### src/rtl/button_debounce_press_classifier_macros.svh
// assertion macros shared by the button debounce and press classifier rtl
// no dependencies; included by the files that hold assertions
`ifndef BUTTON_DEBOUNCE_PRESS_CLASSIFIER_MACROS_SVH
`define BUTTON_DEBOUNCE_PRESS_CLASSIFIER_MACROS_SVH

// consequent must hold at the same edge as the antecedent
`define BDPC_ASSERT_SAME(label, clk, rst_n, ante, cons, msg) \
	label: assert property (@(posedge clk) disable iff (!rst_n) (ante) |-> (cons)) \
		else $error(msg);

// consequent must hold at the edge after the antecedent
`define BDPC_ASSERT_NEXT(label, clk, rst_n, ante, cons, msg) \
	label: assert property (@(posedge clk) disable iff (!rst_n) (ante) |=> (cons)) \
		else $error(msg);

`endif

### src/rtl/bdpc_pkg.sv
// shared types and constants for the button debounce and press classifier
// no dependencies
package bdpc_pkg;

	// fixed field widths
	localparam int TIME_W    = 32;
	localparam int CFG_W     = 16;
	localparam int PIN_COUNT = 3;
	localparam int IDX_W     = 2;
	localparam int CFG_IDX_W = 1;

	// default number of buttons
	localparam int BUTTONS_DEF = 3;

	// configuration register indexes
	localparam logic [CFG_IDX_W-1:0] REG_DEBOUNCE   = 1'b0;
	localparam logic [CFG_IDX_W-1:0] REG_LONG_PRESS = 1'b1;

	// register reset values
	localparam logic [CFG_W-1:0] DEBOUNCE_RST   = 16'd50;
	localparam logic [CFG_W-1:0] LONG_PRESS_RST = 16'd1000;

	// level codes (active low pins)
	localparam logic LVL_PRESSED  = 1'b0;
	localparam logic LVL_RELEASED = 1'b1;

	// what one button lane reports for the current poll
	typedef struct packed {
		logic fire;
		logic long_press;
	} lane_evt_t;

endpackage

### src/rtl/bdpc_ifs.sv
// request channels of the button debounce and press classifier
// depends on bdpc_pkg for field widths
interface bdpc_poll_if;
	logic                          valid;
	logic                          ready;
	logic [bdpc_pkg::TIME_W-1:0]    now_ms;
	logic [bdpc_pkg::PIN_COUNT-1:0] raw_levels;

	modport source (output valid, output now_ms, output raw_levels, input ready);
	modport sink   (input valid, input now_ms, input raw_levels, output ready);
endinterface

interface bdpc_result_if;
	logic                      valid;
	logic                      ready;
	logic                      event_valid;
	logic [bdpc_pkg::IDX_W-1:0] button_index;
	logic                      long_press;

	modport source (output valid, output event_valid, output button_index,
		output long_press, input ready);
	modport sink   (input valid, input event_valid, input button_index,
		input long_press, output ready);
endinterface

### src/rtl/button_debounce_press_classifier.sv
// Button debounce and short/long press classifier, top level.
// Depends on bdpc_pkg, bdpc_ifs, bdpc_lane and the macros header.
//
// Usage:
// - poll (sink): one request per poll, carrying now_ms, a wrapping
//   millisecond timestamp, and raw_levels, the active-low button pins.
// - result (source): exactly one request per poll: event_valid, and for an
//   event the released button_index and long_press (1 long, 0 short).
// - cfg_we / cfg_index / cfg_wdata: register writes, index 0 debounce
//   time, index 1 long-press time, both in milliseconds; write while idle.
// Timing: a poll is registered in the input register at acceptance, and its
// result is registered in the result register when the input stage advances,
// which waits while the result register is full and not being taken.
// One poll per cycle is sustained while results are taken as offered; the
// path is a per-button subtract and compare, then a lowest-index priority pick.
// Reset: all buttons released with no press recorded, registers at their
// defaults (50 and 1000), both channels empty.
// Stall: while the result is not taken, the result register holds and the
// input register keeps one further poll; poll.ready then drops.
`include "button_debounce_press_classifier_macros.svh"

module button_debounce_press_classifier #(
	parameter int BUTTONS = bdpc_pkg::BUTTONS_DEF
) (
	input  logic                            clk,
	input  logic                            arst_n,
	bdpc_poll_if.sink                       poll,
	bdpc_result_if.source                   result,
	input  logic                            cfg_we,
	input  logic [bdpc_pkg::CFG_IDX_W-1:0]  cfg_index,
	input  logic [bdpc_pkg::CFG_W-1:0]      cfg_wdata
);

	logic [bdpc_pkg::CFG_W-1:0]     debounce_q;
	logic [bdpc_pkg::CFG_W-1:0]     long_press_q;

	logic                           valid_s1;
	logic [bdpc_pkg::TIME_W-1:0]    now_ms_s1;
	logic [bdpc_pkg::PIN_COUNT-1:0] raw_levels_s1;

	logic                           result_valid_q;
	logic                           event_valid_q;
	logic [bdpc_pkg::IDX_W-1:0]     button_index_q;
	logic                           long_flag_q;

	logic                           advance;
	logic [BUTTONS-1:0]             lane_lvl;
	logic [BUTTONS-1:0]             lane_fire;
	logic [BUTTONS-1:0]             lane_long;
	logic [BUTTONS-1:0]             blocked;
	logic [BUTTONS-1:0]             fire_taken;
	bdpc_pkg::lane_evt_t            lane_evt [BUTTONS];

	logic                           event_d;
	logic [bdpc_pkg::IDX_W-1:0]     index_d;
	logic                           long_d;

	// configuration registers
	always_ff @(posedge clk or negedge arst_n) begin
		if (!arst_n) begin
			debounce_q   <= bdpc_pkg::DEBOUNCE_RST;
			long_press_q <= bdpc_pkg::LONG_PRESS_RST;
		end else if (cfg_we) begin
			unique case (cfg_index)
				bdpc_pkg::REG_DEBOUNCE:   debounce_q   <= cfg_wdata;
				bdpc_pkg::REG_LONG_PRESS: long_press_q <= cfg_wdata;
				default: ;
			endcase
		end
	end

	// handshake: stage 1 moves on when the result slot is free or emptying
	assign advance    = valid_s1 && (!result_valid_q || result.ready);
	assign poll.ready = !valid_s1 || advance;

	// input register
	always_ff @(posedge clk or negedge arst_n) begin
		if (!arst_n) begin
			valid_s1 <= 1'b0;
		end else if (poll.ready) begin
			valid_s1 <= poll.valid;
		end
	end

	always_ff @(posedge clk) begin
		if (poll.valid && poll.ready) begin
			now_ms_s1     <= poll.now_ms;
			raw_levels_s1 <= poll.raw_levels;
		end
	end

	// button lanes; buttons with no pin read as released
	for (genvar b = 0; b < BUTTONS; b++) begin : g_lane
		if (b < bdpc_pkg::PIN_COUNT) begin : g_pin
			assign lane_lvl[b] = raw_levels_s1[b];
		end else begin : g_nopin
			assign lane_lvl[b] = bdpc_pkg::LVL_RELEASED;
		end

		bdpc_lane u_lane (
			.clk             (clk),
			.arst_n          (arst_n),
			.step            (advance && !blocked[b]),
			.lvl             (lane_lvl[b]),
			.now_ms          (now_ms_s1),
			.debounce_time   (debounce_q),
			.long_press_time (long_press_q),
			.evt             (lane_evt[b])
		);

		assign lane_fire[b] = lane_evt[b].fire;
		assign lane_long[b] = lane_evt[b].long_press;
	end

	// lowest-index event wins and freezes the buttons above it
	always_comb begin
		blocked[0] = 1'b0;
		for (int b = 1; b < BUTTONS; b++) begin
			blocked[b] = blocked[b-1] | lane_fire[b-1];
		end
		fire_taken = lane_fire & ~blocked;
		event_d    = |lane_fire;
		index_d    = '0;
		long_d     = 1'b0;
		for (int b = 0; b < BUTTONS; b++) begin
			if (fire_taken[b]) begin
				index_d = bdpc_pkg::IDX_W'(b);
				long_d  = lane_long[b];
			end
		end
	end

	// result register
	always_ff @(posedge clk or negedge arst_n) begin
		if (!arst_n) begin
			result_valid_q <= 1'b0;
		end else if (advance) begin
			result_valid_q <= 1'b1;
		end else if (result.ready) begin
			result_valid_q <= 1'b0;
		end
	end

	always_ff @(posedge clk) begin
		if (advance) begin
			event_valid_q  <= event_d;
			button_index_q <= index_d;
			long_flag_q    <= long_d;
		end
	end

	assign result.valid        = result_valid_q;
	assign result.event_valid  = event_valid_q;
	assign result.button_index = button_index_q;
	assign result.long_press   = long_flag_q;

	// checks
	`BDPC_ASSERT_SAME(a_one_winner, clk, arst_n, valid_s1, $onehot0(fire_taken), "two buttons won")
	`BDPC_ASSERT_NEXT(a_adv_fills, clk, arst_n, advance, result_valid_q, "result lost")
	`BDPC_ASSERT_NEXT(a_evt_carried, clk, arst_n, advance && event_d, event_valid_q, "event lost")
	`BDPC_ASSERT_SAME(a_stall_full, clk, arst_n, !poll.ready, valid_s1 && result_valid_q && !result.ready, "needless stall")

endmodule

### src/rtl/bdpc_lane.sv
// one button: debounce state, press timing and release classification
// depends on bdpc_pkg
module bdpc_lane (
	input  logic                         clk,
	input  logic                         arst_n,
	input  logic                         step,
	input  logic                         lvl,
	input  logic [bdpc_pkg::TIME_W-1:0]  now_ms,
	input  logic [bdpc_pkg::CFG_W-1:0]   debounce_time,
	input  logic [bdpc_pkg::CFG_W-1:0]   long_press_time,
	output bdpc_pkg::lane_evt_t          evt
);

	logic                        prev_raw_q;
	logic                        stable_q;
	logic                        held_q;
	logic [bdpc_pkg::TIME_W-1:0] change_time_q;
	logic [bdpc_pkg::TIME_W-1:0] press_start_q;

	logic                        raw_changed;
	logic [bdpc_pkg::TIME_W-1:0] change_time_d;
	logic [bdpc_pkg::TIME_W-1:0] settle_elapsed;
	logic [bdpc_pkg::TIME_W-1:0] hold_time;
	logic                        settled;
	logic                        stable_chg;
	logic                        press_start;
	logic                        release_evt;

	// debounce window and level acceptance
	always_comb begin
		raw_changed    = (lvl != prev_raw_q);
		change_time_d  = raw_changed ? now_ms : change_time_q;
		settle_elapsed = now_ms - change_time_d;
		settled        = (settle_elapsed >=
			{{(bdpc_pkg::TIME_W-bdpc_pkg::CFG_W){1'b0}}, debounce_time});
		stable_chg     = settled && (lvl != stable_q);
		press_start    = stable_chg && (lvl == bdpc_pkg::LVL_PRESSED);
		release_evt    = stable_chg && (lvl == bdpc_pkg::LVL_RELEASED) && held_q;
		hold_time      = now_ms - press_start_q;
	end

	// event for this poll
	always_comb begin
		evt.fire       = release_evt;
		evt.long_press = (hold_time >=
			{{(bdpc_pkg::TIME_W-bdpc_pkg::CFG_W){1'b0}}, long_press_time});
	end

	// state update, only when this button takes part in the poll
	always_ff @(posedge clk or negedge arst_n) begin
		if (!arst_n) begin
			prev_raw_q    <= bdpc_pkg::LVL_RELEASED;
			stable_q      <= bdpc_pkg::LVL_RELEASED;
			held_q        <= 1'b0;
			change_time_q <= '0;
			press_start_q <= '0;
		end else if (step) begin
			prev_raw_q    <= lvl;
			change_time_q <= change_time_d;
			if (stable_chg) begin
				stable_q <= lvl;
			end
			if (press_start) begin
				held_q        <= 1'b1;
				press_start_q <= now_ms;
			end else if (release_evt) begin
				held_q <= 1'b0;
			end
		end
	end

endmodule

### src/flat_wrapper.sv
// flat-port wrapper written by rule: the top's interface ports become plain ports
module button_debounce_press_classifier_flat 
#(
	parameter int BUTTONS = bdpc_pkg::BUTTONS_DEF
)
  (clk, arst_n, cfg_we, cfg_index, cfg_wdata, poll_valid, poll_now_ms, poll_raw_levels, poll_ready, result_valid, result_event_valid, result_button_index, result_long_press, result_ready);
  bdpc_poll_if poll_i ();
  bdpc_result_if result_i ();
  input  logic clk;
  input  logic arst_n;
  input  logic cfg_we;
  input  logic [bdpc_pkg::CFG_IDX_W-1:0] cfg_index;
  input  logic [bdpc_pkg::CFG_W-1:0] cfg_wdata;
  input wire logic [$bits(poll_i.valid)-1:0] poll_valid;
  input wire logic [$bits(poll_i.now_ms)-1:0] poll_now_ms;
  input wire logic [$bits(poll_i.raw_levels)-1:0] poll_raw_levels;
  output wire logic [$bits(poll_i.ready)-1:0] poll_ready;
  output wire logic [$bits(result_i.valid)-1:0] result_valid;
  output wire logic [$bits(result_i.event_valid)-1:0] result_event_valid;
  output wire logic [$bits(result_i.button_index)-1:0] result_button_index;
  output wire logic [$bits(result_i.long_press)-1:0] result_long_press;
  input wire logic [$bits(result_i.ready)-1:0] result_ready;
  assign poll_i.valid = poll_valid;
  assign poll_i.now_ms = poll_now_ms;
  assign poll_i.raw_levels = poll_raw_levels;
  assign poll_ready = poll_i.ready;
  assign result_valid = result_i.valid;
  assign result_event_valid = result_i.event_valid;
  assign result_button_index = result_i.button_index;
  assign result_long_press = result_i.long_press;
  assign result_i.ready = result_ready;
  button_debounce_press_classifier #(.BUTTONS(BUTTONS)) u_core (.clk(clk), .arst_n(arst_n), .poll(poll_i), .result(result_i), .cfg_we(cfg_we), .cfg_index(cfg_index), .cfg_wdata(cfg_wdata));
endmodule
### config.mk
export PLATFORM = sky130hd
export DESIGN_NAME = button_debounce_press_classifier_flat
export DESIGN_NICKNAME = d
export VERILOG_FILES = /design/src/rtl/bdpc_pkg.sv /design/src/rtl/bdpc_ifs.sv /design/src/rtl/button_debounce_press_classifier.sv /design/src/rtl/bdpc_lane.sv /design/src/flat_wrapper.sv
export VERILOG_INCLUDE_DIRS = /design/src /design/src/rtl
export SDC_FILE = /design/constraint.sdc
export NUM_CORES = 1
export LEC_CHECK = 0
export BUFFER_PORTS_ARGS = -buffer_cell sky130_fd_sc_hd__buf_2
export CORE_MARGIN = 4
export CORE_UTILIZATION = 50
export CTS_BUF_LIST = sky130_fd_sc_hd__clkbuf_4
export DETAILED_ROUTE_END_ITERATION = 8
export PLACE_DENSITY = 0.66
export SETUP_SLACK_MARGIN = 0.3
export SLEW_MARGIN = 20
export SYNTH_ARGS = -nofsm -noshare
export SYNTH_HDL_FRONTEND = slang
export SYNTH_SLANG_ARGS = --single-unit
export TNS_END_PERCENT = 100
### constraint.sdc
create_clock -name clk -period 20.5 [get_ports clk]
set_clock_uncertainty 0.15 [all_clocks]
set_input_delay 4.1 -clock clk [delete_from_list [all_inputs] [get_ports clk]]
set_output_delay 4.1 -clock clk [all_outputs]
set_load 0.02 [all_outputs]
== Word level (Yosys, flattened, before mapping) ==
Index checks and enable logic that the tools add are counted.
W data, S select, Z words.

* Add/subtract/negate cells: 6
* Equal/unequal tests: 6
* Reduce and logical (&&, ||, !) cells: 38
* Muxes and demuxes: 15
* Bitwise operators: 7
* Magnitude comparators: 6

{| class="wikitable"
|+ Operators by type and width
! operator !! count
|-
| $ge A32 B16 Y1 || 6
|-
| $sub A32 B32 Y32 || 6
|-
| $mux W32 || 3
|-
| $reduce_and A2 Y1 || 11
|-
| $logic_and A1 B1 Y1 || 16
|-
| $mux W1 || 12
|-
| $reduce_bool A2 Y1 || 4
|-
| $ne A1 B1 Y1 || 6
|-
| $logic_not A1 Y1 || 4
|-
| $not A1 Y1 || 4
|-
| $and A3 B3 Y3 || 1
|-
| $not A3 Y3 || 1
|-
| $reduce_or A3 Y1 || 1
|-
| $logic_or A1 B1 Y1 || 2
|-
| $or A1 B1 Y1 || 1
|}

* Logic and storage cells: 102
* Register bits after elaboration: 274
* Input bits: 57

== Logic depth before layout (Yosys ltp) ==
Gate-level depths: netlist of the first run.

* Depth after elaboration: 13
* Depth in mapped cells: 34
* Mapped depth without buffers: 27

== Hierarchy ==
From an unflattened synthesis of the first run, not the netlist that was laid out.

* Cell total of the unflattened synthesis: 2859
* Area, all modules: 25106.6 µm²

{| class="wikitable"
|+ Modules (own cells, without submodules)
! module !! instances !! cells each !! area each (µm²) !! sequential area each (µm²)
|-
| bdpc_lane at u_core.g_lane[0].u_lane || 1 || 928 || 7636.1 || 1679.1
|-
| bdpc_lane at u_core.g_lane[2].u_lane || 1 || 907 || 7493.4 || 1679.1
|-
| bdpc_lane at u_core.g_lane[1].u_lane || 1 || 897 || 7324.5 || 1679.1
|-
| button_debounce_press_classifier || 1 || 127 || 2652.5 || 2033.2
|}

== Worst setup path before layout of the first run ==
OpenSTA, ideal clock, no wires.

* Path type: input to output
* Start: input port result_ready
* End: output port poll_ready
* Path slack: 11.872 ns
* Buffers on the path: 0
* Data arrival time: 4.378 ns
* Stages on the path: 1
* Data required time: 16.250 ns
* Cell sequence: nand3b_1

* Cells in the longest elaborated chain, start to end: 3

{| class="wikitable"
|+ Ends and longest elaborated chain
! element !! line !! source
|-
| start, declared || flat_wrapper.sv:22 || <nowiki>input wire logic [$bits(result_i.ready)-1:0] result_ready;</nowiki>
|-
| $logic_or A1 B1 Y1 || button_debounce_press_classifier.sv:73 || <nowiki>assign advance = valid_s1 && (!result_valid_q || result.ready);</nowiki>
|-
| $logic_and A1 B1 Y1 || button_debounce_press_classifier.sv:73 ||
|-
| $logic_or A1 B1 Y1 || button_debounce_press_classifier.sv:74 || <nowiki>assign poll.ready = !valid_s1 || advance;</nowiki>
|-
| end, declared || flat_wrapper.sv:17 || <nowiki>output wire logic [$bits(poll_i.ready)-1:0] poll_ready;</nowiki>
|}

No other way between the ends.

== Worst setup path in the final report of the first run ==
Same ends and word-level chain as after synthesis.

==> summary.txt, run 1 <==
Setup path
  – Critical Path Start Type: input port
  – Critical path endpoint category: output port
  – Critical Path AT: roughly 4.6 ns
  – Crit Path Class: in2out
  – Req. time, crit path: 16.25 ns
  – Worst-path maximum fanout: 3

Synth
  – Seq/Total Area, Yosys: approximately 28%
  – Primary FF master, synth: dfrtp_1
  – Seq cells post-synth: 274
  – Mapped Area: between 20000 and 30000 sq um
  – Synth cell types: 91
  – Gate count after technology mapping: 2878
  – Avg Cell Area, Syn: roughly 8.7 sq um
  – Yosys Warn Count: 0
  – Post-synth EDFFs: 39
  – Ys async rst share: 85.77%
  – Syn Nets: between 3000 and 4000

Outcome
  – Outcome: completed

Timing
  – Max-slew violations: 0
  – Total negative slack: 0 ns
  – Min cycle time layout: 8.805 ns
  – Final worst-path cycle share: 42.95%
  – Max Fclk: around 110 MHz
  – Setup violators final: 0
  – Unrepaired setup endpoints after global routing: no
  – Slew margin rel.: 23.70%
  – Final hold violation count: 0
  – Slew of the pin with the lowest slew margin: around 1.1 ns

Routing
  – WL final: between 70000 and 80000 um
  – Metal2 WL: 35820 um
  – Routed vias: around 23000
  – DR pass1 iterations: 5
  – DRC Markers: 0
  – Highest routed layer: met4
  – Antenna-violating nets left: 0
  – DR WL met3: 4425 um
  – Initial DRC Count: 1575
  – Vias per cell: 6.138
  – Wire length per cell: around 21 um
  – M1 WL: 34170 um

Die
  – Top-Level Pins: 63
  – Die height: 231.9 um
  – DIE WIDTH: between 200 and 250 um
  – Starting Density: about half
  – Core area: 49250 sq um
  – Row cnt: 81
  – Die ar.: 53760 sq um

Clock network
  – Hold_buf cts: 0
  – Reg clk slew, reported paths: approximately 0.060 ns
  – Clock Sinks: 274
  – Post-CTS setup buffers: 0
  – CTS max path bufs: 3
  – # resized after CTS: 0
  – H-Tree Depth: 3
  – CTS tree: yes
  – Root buffer cell: clkbuf_4
  – Num CTS Buffers: 82
  – Skew-Pair Late Insertion Delay: 0.83 ns

Power and ir drop
  – Clock power share: 13.1%
  – Tot Pwr: 4143 uW
  – Power Dens Cells: ~150 nW/um^2
  – Max IR drop VDD: 0.08328 mV
  – Switching portion of total power: 47.24%
  – Psw: slightly below 2000 uW
  – Flop pwr share: between 20% and 30%
  – Pint: ~2200 uW
  – Combinational Power Share: 66.1%
  – Lkg Pwr: 0.01242 uW

Placement
  – Final GP Congestion: 0.9091
  – PortBufs: between 60 and 70
  – HPWL after detailed placement: 56970 um
  – Dpl cell area: 26060 sq um

Global routing
  – Tot GR Track Use: between 20% and 30%
  – Global-route wire length before repair: 121400 um
  – Initial antenna violation count: 2
  – Gr ovfl total: 0
  – Vias in the first global route: 21885
  – Largest net degree at the start of global routing: ~110

Layout
  – Fin nets: 3279
  – Filler cells: 4635
  – Layout cells sized above 1: 13.43%
  – Final instance area: ~27000 sq um
  – Area Growth Syn to Fin: 8.234%

Hold path
  – Hold WC Path Type: reg2reg

Run
  – Maxcap violations: 0
## worst max-delay path, stage by stage
cell	delay, ns
buf_2	0.10
nand3b_1	0.17
buf_2	0.18
## cell usage after synthesis, drive strengths merged (17+ instances only)
| master | instances | share of area [%] |
|---|---|---|
| a211oi | 44 | 1.3 |
| mux2 | 115 | 5.8 |
| edfxtp | 39 | 4.7 |
| nand2b | 54 | 1.3 |
| a21o | 77 | 2.3 |
| nand3 | 55 | 1.1 |
| o21bai | 19 | 0.57 |
| and3 | 17 | 0.42 |
| clkbuf | 67 | 1.0 |
| mux2i | 109 | 4.4 |
| o21ai | 192 | 3.8 |
| inv | 201 | 3.0 |
| nor3 | 47 | 0.94 |
| xnor2 | 67 | 2.4 |
| a31oi | 52 | 1.3 |
| o211ai | 18 | 0.54 |
| o31ai | 23 | 0.74 |
| o21a | 37 | 1.1 |
| buf | 42 | 1.0 |
| nor2b | 43 | 1.1 |
| or3 | 19 | 0.47 |
| xor2 | 59 | 2.1 |
| ha | 260 | 13 |
| dfrtp | 220 | 22 |
| nor2 | 207 | 3.1 |
| nand2 | 211 | 3.2 |
| nand4 | 44 | 1.2 |
| a21oi | 247 | 4.9 |
## logic make-up (layout without fill, tap and decap cells)
logic type,Yosys count,count (layout),share of synthesized area [%]
XOR/XNOR,126,126,4.509
other,0,1,0
multiplexers,224,224,10.17
AO/OA/AOI/OAI,872,872,22.34
AND/OR/NAND/NOR,791,791,15.75
buffers and inverters,311,456,5.078
adder cells (fa/ha/maj),280,280,13.94
flip-flops,274,274,28.22
## layout by cell type, fill, tap and decap left out, drive strengths merged, types with 17 or more instances in the layout
cell type / instances
o21ai: 192
nor2b: 43
nand4: 44
ha: 260
xnor2: 67
nand2b: 54
nor2: 207
mux2: 115
nor3: 47
or3: 19
o31ai: 23
a21oi: 247
o211ai: 18
edfxtp: 39
o21a: 37
a21o: 77
a31oi: 52
dfrtp: 220
nand3: 55
o21bai: 19
inv: 206
a211oi: 44
xor2: 59
mux2i: 109
nand2: 211
buf: 105
clkbuf: 130
and3: 17
## per-stage QoR
step                      instances  util [%]  hold WS, ns  setup slack (ns)
after floorplan                2878         -       0.2957             11.87
after global placement         3538     52.91       0.3122             11.71
after detailed placement       3538     52.91       0.3164             11.69
after CTS                      3687     55.06       0.3312             11.69
after global routing           3688     55.06       0.3547             11.28
final                          3688     55.06       0.3308             11.69
## routing by layer
metal | global-route usage, % | vias to the layer above
met1 | 37.67 | 10902
met3 | 4.158 | 160
met2 | 47.31 | 750
met4 | 12.03 | 0
li1 | - | 10826
met5 | 0 | -
## layout make-up
class	instances	area, sq um	share of cell area, %
Tap cell	664	830.8	3.063
Clock buffer	130	975.9	3.599
Timing Repair Buffer	105	643.1	2.371
Sequential cell	274	7071	26.07
Inverter	202	758.2	2.796
Clock inverter	19	81.33	0.2999
Multi-Input combinational cell	2293	16760	61.79
Antenna cell	1	2.502	0.009227
## power by group through the flow
stage          Sequential [uW]  Combinational [uW]  Clock (uW)
2_1_floorplan              840                2100           0
3_3_place_gp               858                2630           0
3_5_place_dp               866                2690           0
4_1_cts                    858                2710         565
5_1_grt                    884                3050         593
6_report                   861                2740         545
## registers in the layout, indices dropped and copies added (netlist names), 2 cells and up
| name | cells |
|---|---|
| u_core.g_lane.u_lane.change_time_q | 96 |
| u_core.g_lane.u_lane.press_start_q | 96 |
| u_core.now_ms_s1 | 32 |
| u_core.debounce_q | 16 |
| u_core.long_press_q | 16 |
| u_core.g_lane.u_lane.held_q | 3 |
| u_core.g_lane.u_lane.prev_raw_q | 3 |
| u_core.g_lane.u_lane.stable_q | 3 |
| u_core.lane_lvl | 3 |
| u_core.result.button_index | 2 |
## final timing paths
kind | startpoint | endpoint | slack (ns) | cells after the start
setup / recovery | result_ready | poll_ready | 11.69 | 3
hold / removal | u_core.g_lane[0].u_lane.change_time_q[18]$_DFFE_PN0P_ | u_core.g_lane[0].u_lane.change_time_q[18]$_DFFE_PN0P_ | 0.33 | 2
setup reg to reg | u_core.lane_lvl[0]$_DFFE_PP_ | u_core.g_lane[2].u_lane.press_start_q[12]$_DFFE_PN0P_ | 11.79 | 26
hold reg to reg | u_core.g_lane[0].u_lane.change_time_q[18]$_DFFE_PN0P_ | u_core.g_lane[0].u_lane.change_time_q[18]$_DFFE_PN0P_ | 0.33 | 2
max in group asynchronous | arst_n | u_core.g_lane[0].u_lane.held_q$_DFFE_PN0P_ | 15.44 | 2
min in group asynchronous | arst_n | u_core.g_lane[2].u_lane.press_start_q[16]$_DFFE_PN0P_ | 3.22 | 1
(Power assumes the default switching activity.)
==> inputs of run 2 (changes only) <==
Clock period 20.5 ns to 8.97 ns, I/O delays scaled along.
==> summary.txt, run 2 (synthesized netlist as in run 1, its figures left out) <==
Outcome
  – Outcome: completed

Setup path
  – Worst-path maximum fanout: 33
  – Req. time, crit path: approximately 9.5 ns
  – Worst reg-to-reg path cell count: 24
  – Crit Path Class: reg2reg
  – CP Launch Point: u_core.now_ms_s1[5]$_DFFE_PP_
  – Critical R2R Launch: u_core.now_ms_s1[5]$_DFFE_PP_
  – FF-to-FF End: u_core.g_lane[2].u_lane.press_start_q[1]$_DFFE_PN0P_
  – Critical Path Start Type: flop
  – Worst reg-to-reg setup slack: 0.85 ns
  – Critical path endpoint category: flop
  – Critical Path AT: 8.64 ns

Layout
  – Layout cells sized above 1: roughly an eighth
  – Area Growth Syn to Fin: 8.679%
  – Storage cell area: 7071 sq um
  – Fin nets: 3276
  – Multi-input combinational cell area: between 15000 and 20000 sq um
  – Filler cells: ~4700
  – Biggest registers after layout: u_core.g_lane.u_lane.change_time_q (96), u_core.g_lane.u_lane.press_start_q (96), u_core.now_ms_s1 (32)
  – Commonest cells after routing, fill and taps aside: ha_1, a21oi_1, dfrtp_1
  – Commonest non-fill, non-tap cell in the layout: ha_1

Routing
  – Wire length per cell: 21.55 um
  – Vias per cell: 6.182
  – Antenna-violating nets left: 0
  – DRC Markers: 0
  – Initial DRC Count: 1522
  – WL final: 79620 um
  – Routed vias: about 23000
  – DR pass1 iterations: 9

Timing
  – Slew of the pin with the lowest slew margin: 1.111 ns
  – Final hold violation count: 0
  – Min cycle time layout: 8.116 ns
  – Unrepaired setup endpoints after global routing: no
  – Total negative slack: 0 ns
  – Slew margin rel.: 24.00%
  – Setup violators final: 0
  – Max Fclk: between 100 and 150 MHz
  – Max-slew violations: 0
  – Final worst-path cycle share: 90.48%

Run
  – Maxcap violations: 0

Die
  – Starting Density: 50.87%
  – Top-Level Pins: 63
  – Core area: 49250 sq um
  – Die ar.: 53760 sq um
  – Die height: 231.9 um
  – Row cnt: 81
  – DIE WIDTH: approximately 230 um

Placement
  – HPWL after detailed placement: just under 60000 um
  – Final GP Congestion: 0.9688
  – PortBufs: 62

Clock network
  – CTS tree: yes
  – CTS max path bufs: 3
  – Skew-Pair Late Insertion Delay: 0.84 ns
  – Root buffer cell: clkbuf_4
  – H-Tree Depth: 3
  – Clock Sinks: 274
  – Hold_buf cts: 0
  – Num CTS Buffers: 83
  – Reg clk slew, reported paths: 0.07 ns

Hold path
  – Hold WC Path Type: reg2reg
  – Worst Hold End: u_core.g_lane[0].u_lane.change_time_q[28]$_DFFE_PN0P_
  – Hold Crit Start: u_core.g_lane[0].u_lane.change_time_q[28]$_DFFE_PN0P_
  – Hold Path Stages: 2

Power and ir drop
  – Lkg Pwr: 0.01244 uW
  – Max IR drop VDD: between 0.15 and 0.2 mV
  – Power Dens Cells: 353.3 nW/um^2
  – Tot Pwr: 9621 uW

Global routing
  – Tot GR Track Use: between 20 and 30%
  – Gr ovfl total: 0
  – Largest net degree at the start of global routing: ~140
  – Vias in the first global route: 22309
  – Global-route wire length before repair: 124000 um
  – Initial antenna violation count: 7
run 2: cell type report:
cell class	count	share of cell area (%)
inverter	202	2.784
timing repair buffer	101	2.297
multi-input combinational	2293	61.56
clock inverter	26	0.7581
sequential	274	25.96
antenna	6	0.05514
clock buffer	128	3.529
tap	664	3.051
run 2: stage by stage:
step / cell area [sq um] / setup slack (ns) / cells / hold slack [ns] / utilization, %
2_1_floorplan: 25060 / 2.072 / 2878 / 0.2957 / -
3_3_place_gp: 26040 / 0.9094 / 3533 / 0.3135 / 52.86
3_5_place_dp: 26040 / 0.8243 / 3533 / 0.3214 / 52.86
4_1_cts: 27200 / 0.7310 / 3687 / 0.3363 / 55.23
5_1_grt: 27230 / 0.3124 / 3692 / 0.3530 / 55.28
6_report: 27230 / 0.8539 / 3694 / 0.3329 / 55.29
run 2: critical path, stage by stage (launching register included):
cell	delay (ns)
edfxtp_1	0.76
inv_1	0.42
nor2_1	0.19
a21oi_1	0.07
ha_1	0.38
a21oi_1	0.17
o31ai_1	0.08
a21oi_1	0.27
and2_1	0.22
o21ai_0	0.18
a311oi_1	0.35
xnor2_1	0.18
ha_1	0.27
a211oi_1	0.24
nor2_1	0.10
or4b_2	0.61
a211oi_1	0.19
nand4_1	0.14
or3_1	0.34
a2111oi_0	0.39
or3b_1	0.40
a2111oi_0	0.54
nand2_1	0.27
nand4_4	0.59
mux2_2	0.41
run 2: worst max path at each step:
stage,end,slack (ns)
after floorplan,u_core.g_lane[0].u_lane.press_start_q[29]$_DFFE_PN0P_,2.07
after global placement,u_core.g_lane[2].u_lane.press_start_q[7]$_DFFE_PN0P_,0.91
after detailed placement,u_core.g_lane[2].u_lane.press_start_q[7]$_DFFE_PN0P_,0.82
after CTS,u_core.g_lane[2].u_lane.press_start_q[0]$_DFFE_PN0P_,0.73
after global routing,u_core.g_lane[2].u_lane.press_start_q[0]$_DFFE_PN0P_,0.31
final,u_core.g_lane[2].u_lane.press_start_q[1]$_DFFE_PN0P_,0.85
run 2: repair_timing:
| item | 4_1_cts | 5_1_grt |
|---|---|---|
| gates resized for setup | 0 | 1 |
| buffers inserted | 0 | 1 |
| endpoints found under the setup margin | 0 | 16 |
run 2: where the power goes:
group	leakage [uW]	switching [uW]	internal, uW
registers	0.00309	282	1700
logic	0.00866	3650	2640
clock network	0.000687	583	763
total	0.0124	4520	5100
run 2: metal layers:
layer,vias up,track usage (%),share of wire (%)
li1,10834,-,-
met1,11082,37.62,43
met2,768,49.32,47
met3,152,4.526,5.5
met4,0,12.07,4.5
met5,-,0,0
==> inputs of run 3 (changes only) <==
Settings changed: CORE_UTILIZATION 50 to 60, PLACE_DENSITY 0.66 to 0.77.
==> summary.txt, run 3 (synthesized netlist as in run 1, its figures left out) <==
Timing
  – Final worst-path cycle share: between 80% and 90%
  – Final hold violation count: 0
  – Max Fclk: 126.7 MHz
  – Setup violators final: 0
  – Slew margin rel.: 28.85%
  – Slew of the pin with the lowest slew margin: 1.067 ns
  – Min cycle time layout: about 7.9 ns
  – Total negative slack: 0 ns
  – Max-slew violations: 0
  – Unrepaired setup endpoints after global routing: no
  – Hold Slack: 0.3332 ns

Routing
  – WL final: ~78000 um
  – Wire length per cell: 21.82 um
  – Initial DRC Count: 2055
  – Antenna-violating nets left: 0
  – DRC Markers: 0
  – Routed vias: 23003
  – Vias per cell: roughly 6.5
  – DR pass1 iterations: 7

Layout
  – Layout cells sized above 1: around an eighth
  – Cell Count, Final, Fillers Out: 3557
  – Biggest registers after layout: u_core.g_lane.u_lane.change_time_q (96), u_core.g_lane.u_lane.press_start_q (96), u_core.now_ms_s1 (32)
  – Commonest non-fill, non-tap cell in the layout: ha_1
  – Area Growth Syn to Fin: 7.565%
  – Final core utilization: 65.71%
  – Fin nets: 3273
  – Commonest cells after routing, fill and taps aside: ha_1, a21oi_1, dfrtp_1

Setup path
  – Slowest CP cell: dfstp_2
  – CP delay by family, top: simple AND/OR/NAND/NOR gates
  – Critical Path AT: 8.47 ns
  – Sum of buffers and inverters on the critical path: 1
  – Critical Path Start Type: flop
  – CP cell instances: xnor2_2, buf_4, mux2i_1, ha_1, nor2b_1, o21ai_0, a311o_1, and2_1, o21ai_0, a311oi_1, xnor2_1, ha_1, a211oi_1, nor2_1, or4b_2, a211oi_1, nand4_1, or3_1, a2111oi_0, or3b_1, a2111oi_0, nand2_1, nand4_4, mux2_2
  – Worst-path maximum fanout: 33
  – Req. time, crit path: 9.54 ns
  – CP max stage delay: roughly 0.62 ns
  – Crit Path Class: reg2reg
  – Critical path endpoint category: flop

Clock network
  – Clock Sinks: approximately 270
  – Root buffer cell: clkbuf_4
  – CTS tree: yes
  – Reg clk slew, reported paths: 0.06 ns
  – CTS max path bufs: 3
  – Skew-Pair Late Insertion Delay: 0.85 ns
  – Post-CTS setup buffers: 0
  – Hold_buf cts: 0
  – # resized after CTS: 0
  – Num CTS Buffers: 82
  – H-Tree Depth: 3

Die
  – Die height: 212.4 um
  – Die ar.: 45090 sq um
  – DIE WIDTH: ~210 um
  – Starting Density: 61.09%
  – Top-Level Pins: 63
  – Core area: 41020 sq um
  – Row cnt: 74

Global routing
  – Largest net degree at the start of global routing: 105
  – Vias in the first global route: 22590
  – Gr ovfl total: 0
  – Global-route wire length before repair: between 100000 and 150000 um
  – Initial antenna violation count: 2
  – Tot GR Track Use: 34.02%

Hold path
  – Hold WC Path Type: reg2reg

Outcome
  – Outcome: completed

Placement
  – Final GP Congestion: 1.012
  – PortBufs: 62
  – Placed cells: 3400
  – HPWL after detailed placement: approximately 57000 um

Power and ir drop
  – Flop pwr share: 20.6%
  – Pint: between 5000 and 6000 uW
  – Max IR drop VDD: 0.2076 mV
  – Combinational Power Share: roughly 66%
  – Psw: 4601 uW
  – Lkg Pwr: 0.01238 uW
  – Switching portion of total power: between 40% and 50%
  – Clock power share: 13.4%
  – Power Dens Cells: 357.3 nW/um^2

Run
  – Maxcap violations: 0
==> run 3: power by group through the flow <==
stage | registers (uW) | clock network [uW] | logic (uW)
floorplan | 1920 | 0 | 4790
global placement | 1970 | 0 | 6050
CTS | 1980 | 1320 | 6250
global route | 2030 | 1390 | 7040
finish | 1990 | 1290 | 6350
detailed placement | 1990 | 0 | 6200
==> run 3: area by class of cell <==
| class | count | area [sq um] |
|---|---|---|
| multi-input cells | 2293 | 16760 |
| fillers | 3424 | 14060 |
| flip-flops and latches | 274 | 7071 |
| clock buffers | 122 | 915.9 |
| inverters | 202 | 758.2 |
| well taps | 532 | 665.6 |
| repair buffers | 99 | 598.1 |
| clock inverters | 30 | 173.9 |
| diodes | 5 | 12.51 |
==> run 3: layer usage <==
metal | part of all wire (%) | GRT usage [%] | vias to the layer above
li1 | - | - | 10825
met2 | 46 | 55.78 | 892
met3 | 6.1 | 5.194 | 256
met1 | 41 | 42.93 | 11030
met4 | 6.8 | 19.52 | 0
met5 | 0 | 0 | -
==> run 3: metrics by stage <==
step / instance area (sq um) / power (uW) / setup WS, ns
3_5_place_dp: 25850 / 8195 / 1.137
3_3_place_gp: 25850 / 8026 / 1.327
6_report: 26950 / 9631 / 1.076
4_1_cts: 26940 / 9549 / 1.120
2_1_floorplan: 25060 / 6708 / 2.072
5_1_grt: 26950 / 10470 / 0.6356
==> run 3: worst paths after layout <==
kind                                                                             from                                               endpoint  slack, ns  cells past startpoint
worst min register to register  u_core.g_lane[0].u_lane.press_start_q[13]$_DFFE_PN0P_  u_core.g_lane[0].u_lane.press_start_q[13]$_DFFE_PN0P_       0.33                      1
max in group asynchronous                                                      arst_n  u_core.g_lane[1].u_lane.change_time_q[26]$_DFFE_PN0P_       6.26                      2
worst max-delay path                   u_core.g_lane[2].u_lane.prev_raw_q$_DFFE_PN1P_   u_core.g_lane[2].u_lane.press_start_q[0]$_DFFE_PN0P_       1.08                     24
min in group asynchronous                                                      arst_n   u_core.g_lane[1].u_lane.press_start_q[3]$_DFFE_PN0P_       0.79                      1
worst min-delay path            u_core.g_lane[0].u_lane.press_start_q[13]$_DFFE_PN0P_  u_core.g_lane[0].u_lane.press_start_q[13]$_DFFE_PN0P_       0.33                      1
worst max register to register         u_core.g_lane[2].u_lane.prev_raw_q$_DFFE_PN1P_   u_core.g_lane[2].u_lane.press_start_q[0]$_DFFE_PN0P_       1.08                     24
